`config.mk`:
```
export PLATFORM = sky130hd
export DESIGN_NAME = glonass_nav_string_encoder
export DESIGN_NICKNAME = d
export VERILOG_FILES = /design/src/rtl/core/gne_pkg.sv /design/src/rtl/core/gne_assemble.sv /design/src/rtl/core/gne_check.sv /design/src/rtl/core/gne_serial.sv /design/src/rtl/core/glonass_nav_string_encoder.sv
export SDC_FILE = /design/constraint.sdc
export NUM_CORES = 1
export LEC_CHECK = 0
export ABC_AREA = 1
export BUFFER_PORTS_ARGS = -buffer_cell sky130_fd_sc_hd__buf_2
export CORE_UTILIZATION = 25
export DETAILED_ROUTE_END_ITERATION = 10
export PLACE_DENSITY = 0.37
export SLEW_MARGIN = 20
export SYNTH_ARGS = -nofsm -noshare
export SYNTH_HDL_FRONTEND = slang
export SYNTH_HIERARCHICAL = 1
export SYNTH_SLANG_ARGS = --single-unit
```
`constraint.sdc`:
```
create_clock -name clk -period 19.1 [get_ports clk]
set_input_delay 2.865 -clock clk [delete_from_list [all_inputs] [get_ports clk]]
set_output_delay 2.865 -clock clk [all_outputs]
set_load 0.05 [all_outputs]
```
`src/rtl/core/gne_pkg.sv`:
```
// ----------------------------------------------------------------------------
// gne_pkg
// Shared types and constants of the navigation string encoder.
// ----------------------------------------------------------------------------
package gne_pkg;

    localparam int STR_BITS  = 85;
    localparam int DATA_BITS = 84;
    localparam int OUT_BYTES = 25;
    localparam int CNT_W     = $clog2(OUT_BYTES);

    localparam logic [3:0]  STRINGS_PER_FRAME = 4'd15;
    localparam logic [3:0]  FIRST_NUMBERED    = 4'd4;
    localparam logic [11:0] FRAMES_PER_DAY    = 12'd2880;
    // floor(x / 15) = (x * 2185) >> 15 for x below 360
    localparam logic [11:0] HOUR_RECIP        = 12'd2185;

    localparam logic [29:0] TIME_MARK = 30'h3e375096;

    // byte counter codes
    localparam logic [CNT_W-1:0] BYTE_MIX   = 5'd21;
    localparam logic [CNT_W-1:0] BYTE_MARK0 = 5'd22;
    localparam logic [CNT_W-1:0] BYTE_MARK1 = 5'd23;
    localparam logic [CNT_W-1:0] BYTE_LAST  = 5'd24;

    // check rows over {word0[19:0], word1, word2}
    localparam logic [DATA_BITS-1:0] HAM_ROWS [8] = '{
        {20'haaaab, 32'h55555556, 32'haaad5b01},
        {20'hccccd, 32'h9999999b, 32'h33366d02},
        {20'h0f0f1, 32'he1e1e1e3, 32'hc3c78e04},
        {20'h0ff01, 32'hfe01fe03, 32'hfc07f008},
        {20'hf0001, 32'hfffe0003, 32'hfff80010},
        {20'h00001, 32'hfffffffc, 32'h00000020},
        {20'hffffe, 32'h00000000, 32'h00000040},
        {20'hfffff, 32'hffffffff, 32'hffffffff}
    };

    typedef struct packed {
        logic [19:0] word0;
        logic [31:0] word1;
        logic [23:0] word2_hi;
    } words_t;

endpackage

```
`src/rtl/core/gne_assemble.sv`:
```
// ----------------------------------------------------------------------------
// gne_assemble
// Input beat register and word assembly with time / string number insertion.
// ----------------------------------------------------------------------------
module gne_assemble (
    input  logic            clk,
    input  logic            rst_n,
    input  logic            s_tvalid,
    output logic            s_tready,
    input  logic [95:0]     s_tdata,   // string_index, frame_index, data_high, data_low
    output logic            words_valid,
    input  logic            words_ready,
    output gne_pkg::words_t words
);

    logic        valid_reg;
    logic [3:0]  index_reg;
    logic [11:0] frame_reg;
    logic [51:0] high_reg;
    logic [23:0] low_reg;

    logic [3:0]  pos;
    logic [11:0] frame_mod;
    logic [20:0] hour_prod;
    logic [4:0]  hour;
    logic [11:0] hour_frames;
    logic [11:0] rem_full;
    logic [19:0] word0;

    assign s_tready = !valid_reg || words_ready;

    always_ff @(posedge clk or negedge rst_n)
    begin
        if (!rst_n)
        begin
            valid_reg <= 1'b0;
        end
        else if (s_tready)
        begin
            valid_reg <= s_tvalid;
        end
    end

    always_ff @(posedge clk)
    begin
        if (s_tready && s_tvalid)
        begin
            index_reg <= s_tdata[3:0];
            frame_reg <= s_tdata[15:4];
            high_reg  <= s_tdata[67:16];
            low_reg   <= s_tdata[91:68];
        end
    end

    always_comb
    begin
        pos = (index_reg == gne_pkg::STRINGS_PER_FRAME) ? 4'd0 : index_reg;
        frame_mod = (frame_reg >= gne_pkg::FRAMES_PER_DAY) ?
                    frame_reg - gne_pkg::FRAMES_PER_DAY : frame_reg;
        hour_prod   = {12'd0, frame_mod[11:3]} * {9'd0, gne_pkg::HOUR_RECIP};
        hour        = hour_prod[19:15];
        hour_frames = {hour, 7'd0} - {4'd0, hour, 3'd0};
        rem_full    = frame_mod - hour_frames;
        word0       = high_reg[51:32];
        if (pos == 4'd0)
        begin
            word0 = word0 | {8'd0, hour, rem_full[6:0]};
        end
        else if (pos >= gne_pkg::FIRST_NUMBERED)
        begin
            word0 = word0 | {pos + 4'd1, 16'd0};
        end
    end

    assign words_valid    = valid_reg;
    assign words.word0    = word0;
    assign words.word1    = high_reg[31:0];
    assign words.word2_hi = low_reg;

endmodule

```
`src/rtl/core/gne_check.sv`:
```
// ----------------------------------------------------------------------------
// gne_check
// Hamming check over the assembled words; registers the full 85-bit string.
// ----------------------------------------------------------------------------
module gne_check (
    input  logic                          clk,
    input  logic                          rst_n,
    input  logic                          words_valid,
    output logic                          words_ready,
    input  gne_pkg::words_t               words,
    output logic                          str_valid,
    input  logic                          str_ready,
    output logic [gne_pkg::STR_BITS-1:0]  str_bits
);

    logic                             valid_reg;
    logic [gne_pkg::STR_BITS-1:0]     str_reg;
    logic [gne_pkg::DATA_BITS-1:0]    data;
    logic [7:0]                       chk;

    always_comb
    begin
        data = {words.word0, words.word1, words.word2_hi, 8'd0};
        for (int r = 0; r < 7; r++)
        begin
            chk[r] = ^(data & gne_pkg::HAM_ROWS[r]);
        end
        chk[7] = (^(data & gne_pkg::HAM_ROWS[7])) ^ (^chk[6:0]);
    end

    assign words_ready = !valid_reg || str_ready;

    always_ff @(posedge clk or negedge rst_n)
    begin
        if (!rst_n)
        begin
            valid_reg <= 1'b0;
        end
        else if (words_ready)
        begin
            valid_reg <= words_valid;
        end
    end

    always_ff @(posedge clk)
    begin
        if (words_ready && words_valid)
        begin
            str_reg <= {1'b0, words.word0, words.word1, words.word2_hi, chk};
        end
    end

    assign str_valid = valid_reg;
    assign str_bits  = str_reg;

endmodule

```
`src/rtl/core/gne_serial.sv`:
```
// ----------------------------------------------------------------------------
// gne_serial
// Relative coding, meander expansion and time mark; one byte per beat.
// ----------------------------------------------------------------------------
module gne_serial (
    input  logic                          clk,
    input  logic                          rst_n,
    input  logic                          str_valid,
    output logic                          str_ready,
    input  logic [gne_pkg::STR_BITS-1:0]  str_bits,
    output logic                          m_tvalid,
    input  logic                          m_tready,
    output logic [7:0]                    m_tdata,
    output logic                          m_tlast
);

    logic                             busy_reg;
    logic [gne_pkg::CNT_W-1:0]        cnt_reg;
    logic                             carry_reg;
    logic [gne_pkg::STR_BITS-1:0]     shift_reg;

    logic       advance;
    logic       done;
    logic       load;
    logic [3:0] coded;
    logic [7:0] chip_byte;

    assign advance   = busy_reg && m_tready;
    assign done      = advance && (cnt_reg == gne_pkg::BYTE_LAST);
    assign load      = str_valid && (!busy_reg || done);
    assign str_ready = !busy_reg || done;

    always_comb
    begin
        coded[0] = carry_reg ^ shift_reg[gne_pkg::STR_BITS-1];
        for (int i = 1; i < 4; i++)
        begin
            coded[i] = coded[i-1] ^ shift_reg[gne_pkg::STR_BITS-1-i];
        end
        case (cnt_reg)
            gne_pkg::BYTE_MIX:
                chip_byte = {coded[0], ~coded[0], gne_pkg::TIME_MARK[29:24]};
            gne_pkg::BYTE_MARK0:
                chip_byte = gne_pkg::TIME_MARK[23:16];
            gne_pkg::BYTE_MARK1:
                chip_byte = gne_pkg::TIME_MARK[15:8];
            gne_pkg::BYTE_LAST:
                chip_byte = gne_pkg::TIME_MARK[7:0];
            default:
                chip_byte = {coded[0], ~coded[0], coded[1], ~coded[1],
                             coded[2], ~coded[2], coded[3], ~coded[3]};
        endcase
    end

    always_ff @(posedge clk or negedge rst_n)
    begin
        if (!rst_n)
        begin
            busy_reg  <= 1'b0;
            cnt_reg   <= '0;
            carry_reg <= 1'b0;
        end
        else if (load)
        begin
            busy_reg  <= 1'b1;
            cnt_reg   <= '0;
            carry_reg <= 1'b0;
        end
        else if (done)
        begin
            busy_reg <= 1'b0;
        end
        else if (advance)
        begin
            cnt_reg   <= cnt_reg + 1'b1;
            carry_reg <= coded[3];
        end
    end

    always_ff @(posedge clk)
    begin
        if (load)
        begin
            shift_reg <= str_bits;
        end
        else if (advance)
        begin
            shift_reg <= {shift_reg[gne_pkg::STR_BITS-5:0], 4'd0};
        end
    end

    assign m_tvalid = busy_reg;
    assign m_tdata  = chip_byte;
    assign m_tlast  = (cnt_reg == gne_pkg::BYTE_LAST);

    a_load_starts: assert property (@(posedge clk) disable iff (!rst_n)
        load |=> busy_reg && (cnt_reg == '0) && !carry_reg)
        else $error("string load did not restart the byte count");

    a_done_idles: assert property (@(posedge clk) disable iff (!rst_n)
        (done && !str_valid) |=> !busy_reg)
        else $error("serializer stayed busy after the last byte");

    a_cnt_range: assert property (@(posedge clk) disable iff (!rst_n)
        busy_reg |-> (cnt_reg <= gne_pkg::BYTE_LAST))
        else $error("byte count past the last byte");

    a_stall_holds: assert property (@(posedge clk) disable iff (!rst_n)
        (busy_reg && !m_tready) |=> busy_reg && $stable(cnt_reg) && $stable(carry_reg))
        else $error("serializer moved while stalled");

endmodule

```
`src/rtl/core/glonass_nav_string_encoder.sv`:
```
// ----------------------------------------------------------------------------
// glonass_nav_string_encoder
// Navigation string encoder: time insertion, Hamming check, relative coding,
// meander chips and time mark, sent as 25 bytes per string.
// ----------------------------------------------------------------------------
// Input stream: one beat per string (index, frame number, 76 data bits).
// Output stream: 25 beats per string, eight chips each, earliest chip in
// bit 7; tlast marks the 25th beat, whose low bits close the time mark.
// Path: an accepted input beat passes the input register and the string
// register; the serializer loads it once free and shows its first byte.
// Flow: strings leave at the pace of the output bytes; the serializer
// takes the next string in the same cycle its last byte leaves,
// and two more strings wait in the input and string registers.
// Stall: a low m_tready holds the current byte; upstream fills the two
// register stages and then drops s_tready.
// Reset: rst_n clears all valid flags and the byte counter; nothing is
// in flight afterwards and s_tready is high.
// ----------------------------------------------------------------------------
module glonass_nav_string_encoder (
    input  logic        clk,
    input  logic        rst_n,
    input  logic        s_tvalid,
    output logic        s_tready,
    input  logic [95:0] s_tdata,    // string_index[3:0], frame_index[15:4],
                                    // data_high[67:16], data_low[91:68]
    output logic        m_tvalid,
    input  logic        m_tready,
    output logic [7:0]  m_tdata,    // chip_byte[7:0]
    output logic        m_tlast     // last_byte
);

    logic                          words_valid;
    logic                          words_ready;
    gne_pkg::words_t               words;
    logic                          str_valid;
    logic                          str_ready;
    logic [gne_pkg::STR_BITS-1:0]  str_bits;

    gne_assemble u_assemble (
        .clk         (clk),
        .rst_n       (rst_n),
        .s_tvalid    (s_tvalid),
        .s_tready    (s_tready),
        .s_tdata     (s_tdata),
        .words_valid (words_valid),
        .words_ready (words_ready),
        .words       (words)
    );

    gne_check u_check (
        .clk         (clk),
        .rst_n       (rst_n),
        .words_valid (words_valid),
        .words_ready (words_ready),
        .words       (words),
        .str_valid   (str_valid),
        .str_ready   (str_ready),
        .str_bits    (str_bits)
    );

    gne_serial u_serial (
        .clk       (clk),
        .rst_n     (rst_n),
        .str_valid (str_valid),
        .str_ready (str_ready),
        .str_bits  (str_bits),
        .m_tvalid  (m_tvalid),
        .m_tready  (m_tready),
        .m_tdata   (m_tdata),
        .m_tlast   (m_tlast)
    );

endmodule

```
==> summary.md, run 1 <==
Final layout
* **share of layout cells above drive strength 1** 11.9%
* **fraction of the core area covered by cells at the end of the flow** 29.0%
* **fill cell total of the finished layout** 6641
* **most common cell after layout, fill and taps aside** nand2_1
* **Final Net Count** 2113
* **multi-input combinational cell area** 0.00633 sq mm
* **Area Overhead vs Synth** 14.6%
* **count of non-filler cells in the finished layout** 2831
* **number of antenna diodes** 0
* **area of all sequential standard cells** 0.00806 sq mm
* **number of flip-flops under the largest register name** 85
* **commonest non-fill, non-tap cells in the layout** 890 x nand2_1, 261 x edfxtp_1, 216 x nand3_1

Logic synthesis
* **dominant cell type by area after synthesis** edfxtp_1
* **net count after synthesis** 2027
* **xor/xnor cell area share of the yosys netlist** 2.58%
* **area fraction in compound gates after synthesis** 1.90%
* **gate count after technology mapping** 1884
* **dominant combinational cell family by area after synthesis** simple AND/OR/NAND/NOR gates
* **multiplexer area fraction after synthesis** 0%
* **number of enable flip-flop cells after synthesis** 261
* **fraction of the mapped netlist area in adder cells** 3.69%
* **post-synthesis share of cell area spent on and, or, nand and nor gates** 32.1%
* **Netlist cell types** 40
* **share of synthesized area occupied by flip-flops and latches** 51.7%
* **ys async rst share** 3.33%
* **top cells by area in the synthesized netlist** edfxtp_1 50%, nand2_1 21%, nand3_1 6.9%, inv_1 4.3%, ha_1 3.0%
* **cell area after synthesis** 0.0156 sq mm
* **post-synthesis average cell area** 8.28 sq um
* **ys flop type** edfxtp_1
* **share of the synthesized area in the top cell type** 50.2%
* **number of warnings reported in the yosys synthesis log** 6
* **Synth Register Bits** 270

Route
* **DRC marker count from the first detailed-route iteration** 573
* **wire length reported by the detailed router** 40700 um
* **count of TritonRoute iterations in the first routing pass** 5
* **DRC viols** 0
* **per-cell via count in the routed design** 4.21
* **vias post-DR** 11.9k
* **wire length per cell after detailed routing** 14.4 um
* **post-route ant nets** 0

Setup path
* **required time at the worst-slack endpoint** 16.23 ns
* **type of destination of the critical path** output pin
* **kind of start point of the critical path** primary input
* **Crit path arrival time** 4.52 ns
* **start-to-end type of the worst setup path** in2out
* **Max FO, Critical Path** 42

STA
* **RSZ-0062 raised after global routing** no
* **setup violators final** 0
* **worst-margin pin slew** 0.903 ns
* **crit share post-route** 38.7%
* **final hold vios** 0
* **Total Neg Setup Slack** 0 ns
* **number of max-slew violations in the final report** 0
* **maximum clock skew at final layout** 0.0111 ns
* **Period minus WS final** 7.39 ns
* **highest clock rate** 0.135 GHz
* **Max transition margin** 39.6%
* **hold slack final** 0.503 ns

Placement
* **routability congestion estimate** 0.811
* **Final HPWL DP** 29600 um
* **Port Buffers** 106
* **Placed Cells incl. Taps** 2769

Clocking
* **number of levels in the clock H-tree** 2
* **clock tree from TritonCTS** done
* **clock-pin slew of the registers on the worst-case setup and hold paths** 0.05 ns
* **number of clock buffers inserted by TritonCTS** 36
* **number of cells upsized or downsized after cts** 0
* **cell at the root of the clock tree** clkbuf_16
* **maximum clock insertion buffer count** 3
* **setup bufs post-CTS** 0
* **Hold-fix buffers, CTS** 0
* **clock sink count** 270
* **Clock Latency Late Sink** 0.54 ns

Pwr
* **power per cell area** 81.2 mW/mm^2
* **total leakage power** 8.47 nW
* **peak supply drop** 0.0000522 V
* **overall power** 0.00145 W

Worst hold path
* **Hold Crit Class** reg2reg

Die
* **Core Box Area** 0.0617 sq mm
* **initial core utilization** 25.3%
* **num ports** 111
* **DIE WIDTH** 252 um
* **row cnt** 91
* **Total Die Area** 0.0634 sq mm
* **height of the die** 252 um

Global route
* **largest net degree at the start of global routing** 53
* **global-route total usage across every layer** 13.0%
* **number of antenna violations at the first check in global routing** 0
* **via count of the first global-routing pass** 11.6k
* **wire length of the first global-routing pass** 63900 um
* **overflow left after global routing** 0

Run
* **max cap viols** 0

Outcome
* **status** finished clean

## cell usage after synthesis, types with 2 or more instances
| master | n |
|---|---|
| nand2_1 | 890 |
| edfxtp_1 | 261 |
| nand3_1 | 216 |
| inv_1 | 177 |
| buf_4 | 43 |
| nor2_1 | 39 |
| ha_1 | 38 |
| xor2_1 | 29 |
| nand2_2 | 28 |
| inv_2 | 20 |
| xnor2_1 | 17 |
| clkbuf_1 | 14 |
| a21oi_1 | 13 |
| o21ai_0 | 12 |
| buf_6 | 10 |
| dfrtp_1 | 9 |
| nand4_1 | 9 |
| nand3b_1 | 8 |
| o21bai_1 | 8 |
| fa_1 | 5 |
| nand3_2 | 5 |
| nor2_2 | 4 |
| nor3_1 | 4 |
| a31o_2 | 3 |
| buf_2 | 3 |
| a21o_1 | 2 |
| nand2_4 | 2 |
| o21ai_2 | 2 |
| or2_1 | 2 |
## routing by layer
| metal | wire, um | GRT usage [%] |
|---|---|---|
| met1 | 20000 | 17.7 |
| met2 | 18500 | 21.0 |
| met3 | 1470 | 2.34 |
| met4 | 746 | 3.55 |
| met5 | 0 | 0 |
## critical path: stages
cell and delay [ns]:
buf_2 0.09, nand2_1 0.16, o21ai_4 0.18, buf_4 0.48, inv_1 0.17, nand2_1 0.12, inv_1 0.09, nand2_1 0.09
buf_2 0.27
## through the flow
stage / area [sq um] / setup WS, ns
floorplan: 15600 / 10.58
global route: 17900 / 11.25
finish: 17900 / 11.71
global placement: 16800 / 11.68
detailed placement: 16800 / 11.64
CTS: 17900 / 11.63
## report_power, final
group / total, W / internal [W] / switching, W
clock network: 0.000625 / 0.000368 / 0.000257
registers: 0.000688 / 0.000674 / 0.0000140
logic: 0.000139 / 0.0000449 / 0.0000941
total: 0.00145 / 0.00109 / 0.000365
## area by class of cell
class,count,area share (%)
Sequential cell,270,45.1
Clock inverter,16,0.644
Timing Repair Buffer,118,3.47
Inverter,198,4.17
Clock buffer,46,5.37
Tap cell,837,5.86
Multi-Input combinational cell,1346,35.4
## final timing paths
path | startpoint | end | slack, ns | cells past startpoint
max in group asynchronous | rst_n | u_check/str_valid | 16.68 | 1
hold / removal | u_assemble/low_reg[6] | u_check/str_bits[14] | 0.50 | 0
setup / recovery | m_tready | s_tready | 11.71 | 9
min in group asynchronous | rst_n | u_serial/cnt_reg[0] | 2.19 | 1
hold reg to reg | u_assemble/low_reg[6] | u_check/str_bits[14] | 0.50 | 0
setup reg to reg | u_assemble/frame_reg[3] | u_check/str_bits[7] | 12.09 | 53
## cells by family (layout without fill, tap and decap cells)
group,after synthesis,after routing
other,1,1
and+or+nand+nor,1209,1209
AOI/OAI and AO/OA,47,47
DFF,270,270
xor gates and xnor gates,46,46
adders and majority gates,43,43
buffers and inverters,268,378
Note: power is estimated with default switching activity, not from simulation.
==> inputs of run 2 (changes only) <==
- PLACE_DENSITY: 0.37 -> 0.38
- clock period: 19.1 -> 6 ns (I/O delays scaled with it)
==> summary.md, run 2 (synthesized netlist as in run 1, its figures left out) <==
Route
* **count of TritonRoute iterations in the first routing pass** 5, unchanged
* **wire length per cell after detailed routing** 13.9 um, -3.1%
* **vias post-DR** 12.3k, +3.1%
* **DRC marker count from the first detailed-route iteration** 585, +2.1%
* **DRC viols** 0, unchanged
* **post-route ant nets** 0, unchanged
* **wire length reported by the detailed router** 40600 um, about the same
* **per-cell via count in the routed design** 4.21, about the same

Outcome
* **violations in the final reports** setup timing
* **status** complete, but fails checks

Clocking
* **cell at the root of the clock tree** clkbuf_16
* **number of clock buffers inserted by TritonCTS** 34, -5.6%
* **clock sink count** 270, unchanged
* **clock tree from TritonCTS** done
* **number of levels in the clock H-tree** 2, unchanged
* **clock-pin slew of the registers on the worst-case setup and hold paths** 0.06 ns, about the same
* **Clock Latency Late Sink** 0.55 ns, about the same
* **Hold-fix buffers, CTS** 0, unchanged
* **maximum clock insertion buffer count** 3, unchanged

Setup path
* **crit-path most repeated cell** nand2_1
* **reg-to-reg critical path startpoint** u_assemble/frame_reg[7]
* **Max FO, Critical Path** 4, -90%
* **Register-to-Register Path Depth** 53, unchanged
* **start-to-end type of the worst setup path** reg2reg
* **total buffers and inverters traversed by the critical path** 8, +3
* **category of cells accounting for the largest share of critical-path delay** simple AND/OR/NAND/NOR gates
* **Crit path arrival time** 6.55 ns, +2.03 ns
* **slowest stage cell on the critical path** fa_1
* **delay contributed by the slowest stage of the critical path** 0.54 ns, +0.06 ns
* **required time at the worst-slack endpoint** 6.30 ns, -9.93 ns
* **kind of start point of the critical path** flip-flop
* **destination of the worst register-to-register timing path** u_check/str_bits[7]
* **slack of the worst reg-to-reg path** -0.25 ns, -12.34 ns
* **type of destination of the critical path** flip-flop

Global route
* **number of antenna violations at the first check in global routing** 1, +1
* **wire length of the first global-routing pass** 63600 um, -0.48%
* **largest net degree at the start of global routing** 59, +11%
* **overflow left after global routing** 0, unchanged
* **global-route total usage across every layer** 12.9%, -0.11 points
* **via count of the first global-routing pass** 11.9k, +2.7%

Pwr
* **power per cell area** 247 mW/mm^2, +200%
* **overall power** 0.00471 W, +220%
* **total leakage power** 9.04 nW, +6.7%
* **peak supply drop** 0.000143 V, +170%

Die
* **Total Die Area** 0.0634 sq mm, unchanged
* **DIE WIDTH** 252 um, unchanged
* **initial core utilization** 25.3%, unchanged
* **height of the die** 252 um, unchanged
* **row cnt** 91, unchanged
* **Core Box Area** 0.0617 sq mm, unchanged
* **num ports** 111, unchanged

STA
* **Max transition margin** 42.4%, +2.9 points
* **highest clock rate** 0.160 GHz
* **maximum clock skew at final layout** 0.0249 ns, +0.0138 ns
* **RSZ-0062 raised after global routing** yes
* **hold slack final** 0.219 ns, -0.284 ns
* **crit share post-route** 104%
* **final hold vios** 0, unchanged
* **worst-margin pin slew** 0.860 ns, -0.0430 ns
* **Setup WS post-layout** -0.254 ns, -11.96 ns
* **setup violators final** 1, +1
* **number of max-slew violations in the final report** 0, unchanged
* **Period minus WS final** 6.25 ns

Placement
* **Final HPWL DP** 29800 um, +0.85%
* **placed cell areas** 0.0174 sq mm, +3.3%
* **Port Buffers** 106, unchanged
* **routability congestion estimate** 0.800, -1.3%

Final layout
* **Post-Layout Inst Area** 0.0190 sq mm, +6.5%
* **number of antenna diodes** 0, unchanged
* **share of layout cells above drive strength 1** 19.9%, +8.0 points
* **number of flip-flops under the largest register name** 85, unchanged
* **Area Overhead vs Synth** 22.1%
* **most common cell after layout, fill and taps aside** nand2_1
* **Final Net Count** 2201, +4.2%
* **commonest non-fill, non-tap cells in the layout** 856 x nand2_1, 261 x edfxtp_1, 200 x nand3_1

Run
* **max cap viols** 0, unchanged

Worst hold path
* **Hold Crit Class** in2async

[run 2: cell types whose count changed in the layout (fill, tap and decap cells not counted), moves of 13 or more]
cell	previous run	this run
nand2_2	28	52
nand2_1	890	856
nand3_1	216	200
buf_4	12	96
nand3_2	5	20
ha_1	38	25
[run 2: per-layer routing]
metal | GRT usage, % | wire [um] | vias up | part of all wire, %
met3 | 2.39 | 1400 | 54 | 3.4
met5 | 0 | 0 | - | 0
met4 | 4.02 | 956 | 0 | 2.4
met1 | 17.1 | 19500 | 5686 | 48
met2 | 21.1 | 18800 | 164 | 46
li1 | - | - | 6395 | -
[run 2: worst max path at each step]
stage                                  startpoint             endpoint  slack, ns  cells past startpoint
after floorplan           u_assemble/frame_reg[6]  u_check/str_bits[7]       0.03                     53
after global placement    u_assemble/frame_reg[7]  u_check/str_bits[7]      -0.47                     54
after detailed placement  u_assemble/frame_reg[7]  u_check/str_bits[7]      -0.53                     54
after CTS                 u_assemble/frame_reg[7]  u_check/str_bits[7]      -0.23                     52
after global routing      u_assemble/frame_reg[7]  u_check/str_bits[7]      -0.73                     53
final                     u_assemble/frame_reg[7]  u_check/str_bits[7]      -0.25                     53
[run 2: timing repair]
action,CTS,global route
endpoints found under the setup margin,5,5
pin swaps,11,57
gates resized for setup,20,90
buffers inserted,8,12
[run 2: cell type report]
class                   count  area [sq um]
flip-flops and latches    270          8060
repair buffers            208          1330
clock buffers              45           933
multi-input cells        1346          6770
well taps                 837          1050
fillers                  6580         42700
clock inverters            14           154
inverters                 198           751
[run 2: report_power, final]
group	leakage [nW]	switching (W)	internal, W
Clock	0.537	0.000808	0.00122
Combinational	5.98	0.000315	0.000173
Sequential	2.52	0.0000432	0.00214
Total	9.04	0.00117	0.00354
[run 2: per-stage QoR]
step / std cells / setup WS [ns] / setup TNS [ns] / util [%]
floorplan: 1884 / 0.0277 / 0 / -
global placement: 2840 / -0.474 / -0.664 / 28.1
detailed placement: 2840 / -0.527 / -0.923 / 28.1
CTS: 2907 / -0.226 / -0.226 / 30.1
global route: 2918 / -0.727 / -1.41 / 30.9
finish: 2918 / -0.254 / -0.254 / 30.9
[run 2: worst reg2reg max path, delay by kind of cell (launching register included)]
family / cells / cell delay [ns]
AND/OR/NAND/NOR: 38 / 3.22
adder cells (fa/ha/maj): 4 / 1.17
flip-flops: 1 / 0.39
buffers and inverters: 8 / 0.65
XOR/XNOR: 1 / 0.23
AO/OA/AOI/OAI: 2 / 0.33
==> inputs of run 3 (changes only) <==
- CORE_MARGIN: not set -> 1
- REMOVE_ABC_BUFFERS: not set -> 1
==> summary.md, run 3 (synthesized netlist as in run 1, its figures left out) <==
STA
* **worst-margin pin slew** 0.777 ns, -0.0832 ns
* **Max transition margin** 48.2%, +5.8 points
* **highest clock rate** 0.160 GHz, +0.14%
* **number of max-slew violations in the final report** 0, unchanged
* **Setup WS post-layout** -0.245 ns, +0.00895 ns
* **maximum clock skew at final layout** 0.0136 ns, -0.0113 ns
* **setup violators final** 2, +1
* **crit share post-route** 104%, -0.15 points
* **Total Neg Setup Slack** -0.284 ns, -0.0295 ns
* **RSZ-0062 raised after global routing** yes
* **final hold vios** 0, unchanged
* **Period minus WS final** 6.25 ns, -0.00895 ns

Final layout
* **Area Overhead vs Synth** 20.5%
* **commonest non-fill, non-tap cells in the layout** 860 x nand2_1, 261 x edfxtp_1, 204 x nand3_1
* **Final Net Count** 2181, -0.91%
* **number of flip-flops under the largest register name** 85, unchanged
* **number of antenna diodes** 0, unchanged
* **share of layout cells above drive strength 1** 18.3%, -1.6 points
* **most common cell after layout, fill and taps aside** nand2_1

Global route
* **wire length of the first global-routing pass** 63900 um, +0.52%
* **largest net degree at the start of global routing** 60, +1.7%
* **via count of the first global-routing pass** 11.7k, -1.4%
* **overflow left after global routing** 0, unchanged
* **global-route total usage across every layer** 13.0%, +0.14 points
* **number of antenna violations at the first check in global routing** 0, -1

Setup path
* **Crit. Startpoint** u_assemble/frame_reg[7]
* **crit-path most repeated cell** nand2_2
* **delay contributed by the slowest stage of the critical path** 0.39 ns, -0.15 ns
* **category of cells accounting for the largest share of critical-path delay** simple AND/OR/NAND/NOR gates
* **slowest stage cell on the critical path** edfxtp_1
* **kind of start point of the critical path** flip-flop
* **Register-to-Register Path Depth** 55, +3.8%
* **worst setup path end** u_check/str_bits[7]
* **total buffers and inverters traversed by the critical path** 6, -2
* **slack of the worst reg-to-reg path** -0.25 ns, about the same
* **Stages on worst setup path** 55, +3.8%
* **start-to-end type of the worst setup path** reg2reg
* **required time at the worst-slack endpoint** 6.29 ns, about the same
* **Max FO, Critical Path** 4, unchanged
* **destination of the worst register-to-register timing path** u_check/str_bits[7]
* **reg-to-reg critical path startpoint** u_assemble/frame_reg[7]
* **type of destination of the critical path** flip-flop
* **Crit path arrival time** 6.54 ns, about the same

Route
* **wire length reported by the detailed router** 41400 um, +1.8%
* **DRC marker count from the first detailed-route iteration** 592, +1.2%
* **vias post-DR** 12.1k, -1.3%
* **count of TritonRoute iterations in the first routing pass** 5, unchanged
* **wire length per cell after detailed routing** 14.3 um, +2.5%
* **DRC viols** 0, unchanged
* **post-route ant nets** 0, unchanged
* **per-cell via count in the routed design** 4.19, -0.60%

Clocking
* **clock tree from TritonCTS** done
* **cell at the root of the clock tree** clkbuf_16
* **Hold-fix buffers, CTS** 0, unchanged
* **Clock Latency Late Sink** 0.53 ns, -0.02 ns
* **clock sink count** 270, unchanged
* **number of clock buffers inserted by TritonCTS** 35, +2.9%
* **maximum clock insertion buffer count** 3, unchanged
* **number of levels in the clock H-tree** 2, unchanged
* **clock-pin slew of the registers on the worst-case setup and hold paths** 0.06 ns, about the same

Die
* **row cnt** 91, unchanged
* **Core Box Area** 0.0617 sq mm, unchanged
* **Total Die Area** 0.0634 sq mm, unchanged
* **num ports** 111, unchanged
* **DIE WIDTH** 252 um, unchanged
* **initial core utilization** 25.3%, unchanged
* **height of the die** 252 um, unchanged

Pwr
* **total leakage power** 8.91 nW, -1.4%
* **power per cell area** 250 mW/mm^2, +1.2%
* **overall power** 0.00470 W, -0.11%
* **peak supply drop** 0.000134 V, -6.7%

Worst hold path
* **Hold Crit Class** in2async

Placement
* **Port Buffers** 106, unchanged
* **Final HPWL DP** 30000 um, +0.46%
* **routability congestion estimate** 0.809, +1.2%

Outcome
* **status** complete, but fails checks
* **violations in the final reports** setup timing

Run
* **max cap viols** 0, unchanged

[run 3: power breakdown]
| part | internal, W | total (W) | switching [W] |
|---|---|---|---|
| clock | 0.00124 | 0.00203 | 0.000791 |
| combinational | 0.000168 | 0.000483 | 0.000314 |
| sequential | 0.00214 | 0.00219 | 0.0000430 |
[run 3: per-stage QoR]
stage               instance area (sq um)  hold slack [ns]  instances  setup WS, ns  util [%]
finish                              18800            0.232       2898        -0.245      30.5
global route                        18800            0.222       2898        -0.756      30.5
CTS                                 18500            0.212       2889        -0.124      29.9
detailed placement                  17300            0.498       2829        -0.523      28.0
global placement                    17300            0.497       2829        -0.466      28.0
floorplan                           15100            0.450       1814         -3.62         -
[run 3: cell type report]
type / count / area, sq um
Inverter: 198 / 746
Clock buffer: 42 / 945
Clock inverter: 18 / 153
Fill cell: 6530 / 42900
Tap cell: 837 / 1050
Timing Repair Buffer: 187 / 1150
Sequential cell: 270 / 8060
Multi-Input combinational cell: 1346 / 6700
[run 3: how the worst min path moves through the flow]
stage,startpoint,endpoint,slack [ns],cells past startpoint
2_1_floorplan,u_assemble/low_reg[2],u_check/str_bits[10],0.45,0
3_3_place_gp,u_serial/shift_reg[53],u_serial/shift_reg[57],0.50,2
6_report,rst_n,u_serial/cnt_reg[0],0.23,1
4_1_cts,rst_n,u_serial/cnt_reg[0],0.21,1
5_1_grt,rst_n,u_serial/cnt_reg[0],0.22,1
3_5_place_dp,u_serial/shift_reg[73],u_serial/shift_reg[77],0.50,2
[run 3: timing repair]
item,CTS,global route
gates resized for setup,26,64
buffers inserted,0,10
hold endpoints to repair,0,0
setup endpoints to repair,5,5
pin swaps,6,45
[run 3: routing by layer]
| layer | track usage (%) | vias up | routed length, um |
|---|---|---|---|
| met5 | 0 | - | 0 |
| met4 | 3.24 | 0 | 706 |
| met3 | 2.36 | 42 | 1280 |
| met2 | 21.4 | 131 | 19200 |
| met1 | 17.5 | 5630 | 20200 |
| li1 | - | 6338 | - |
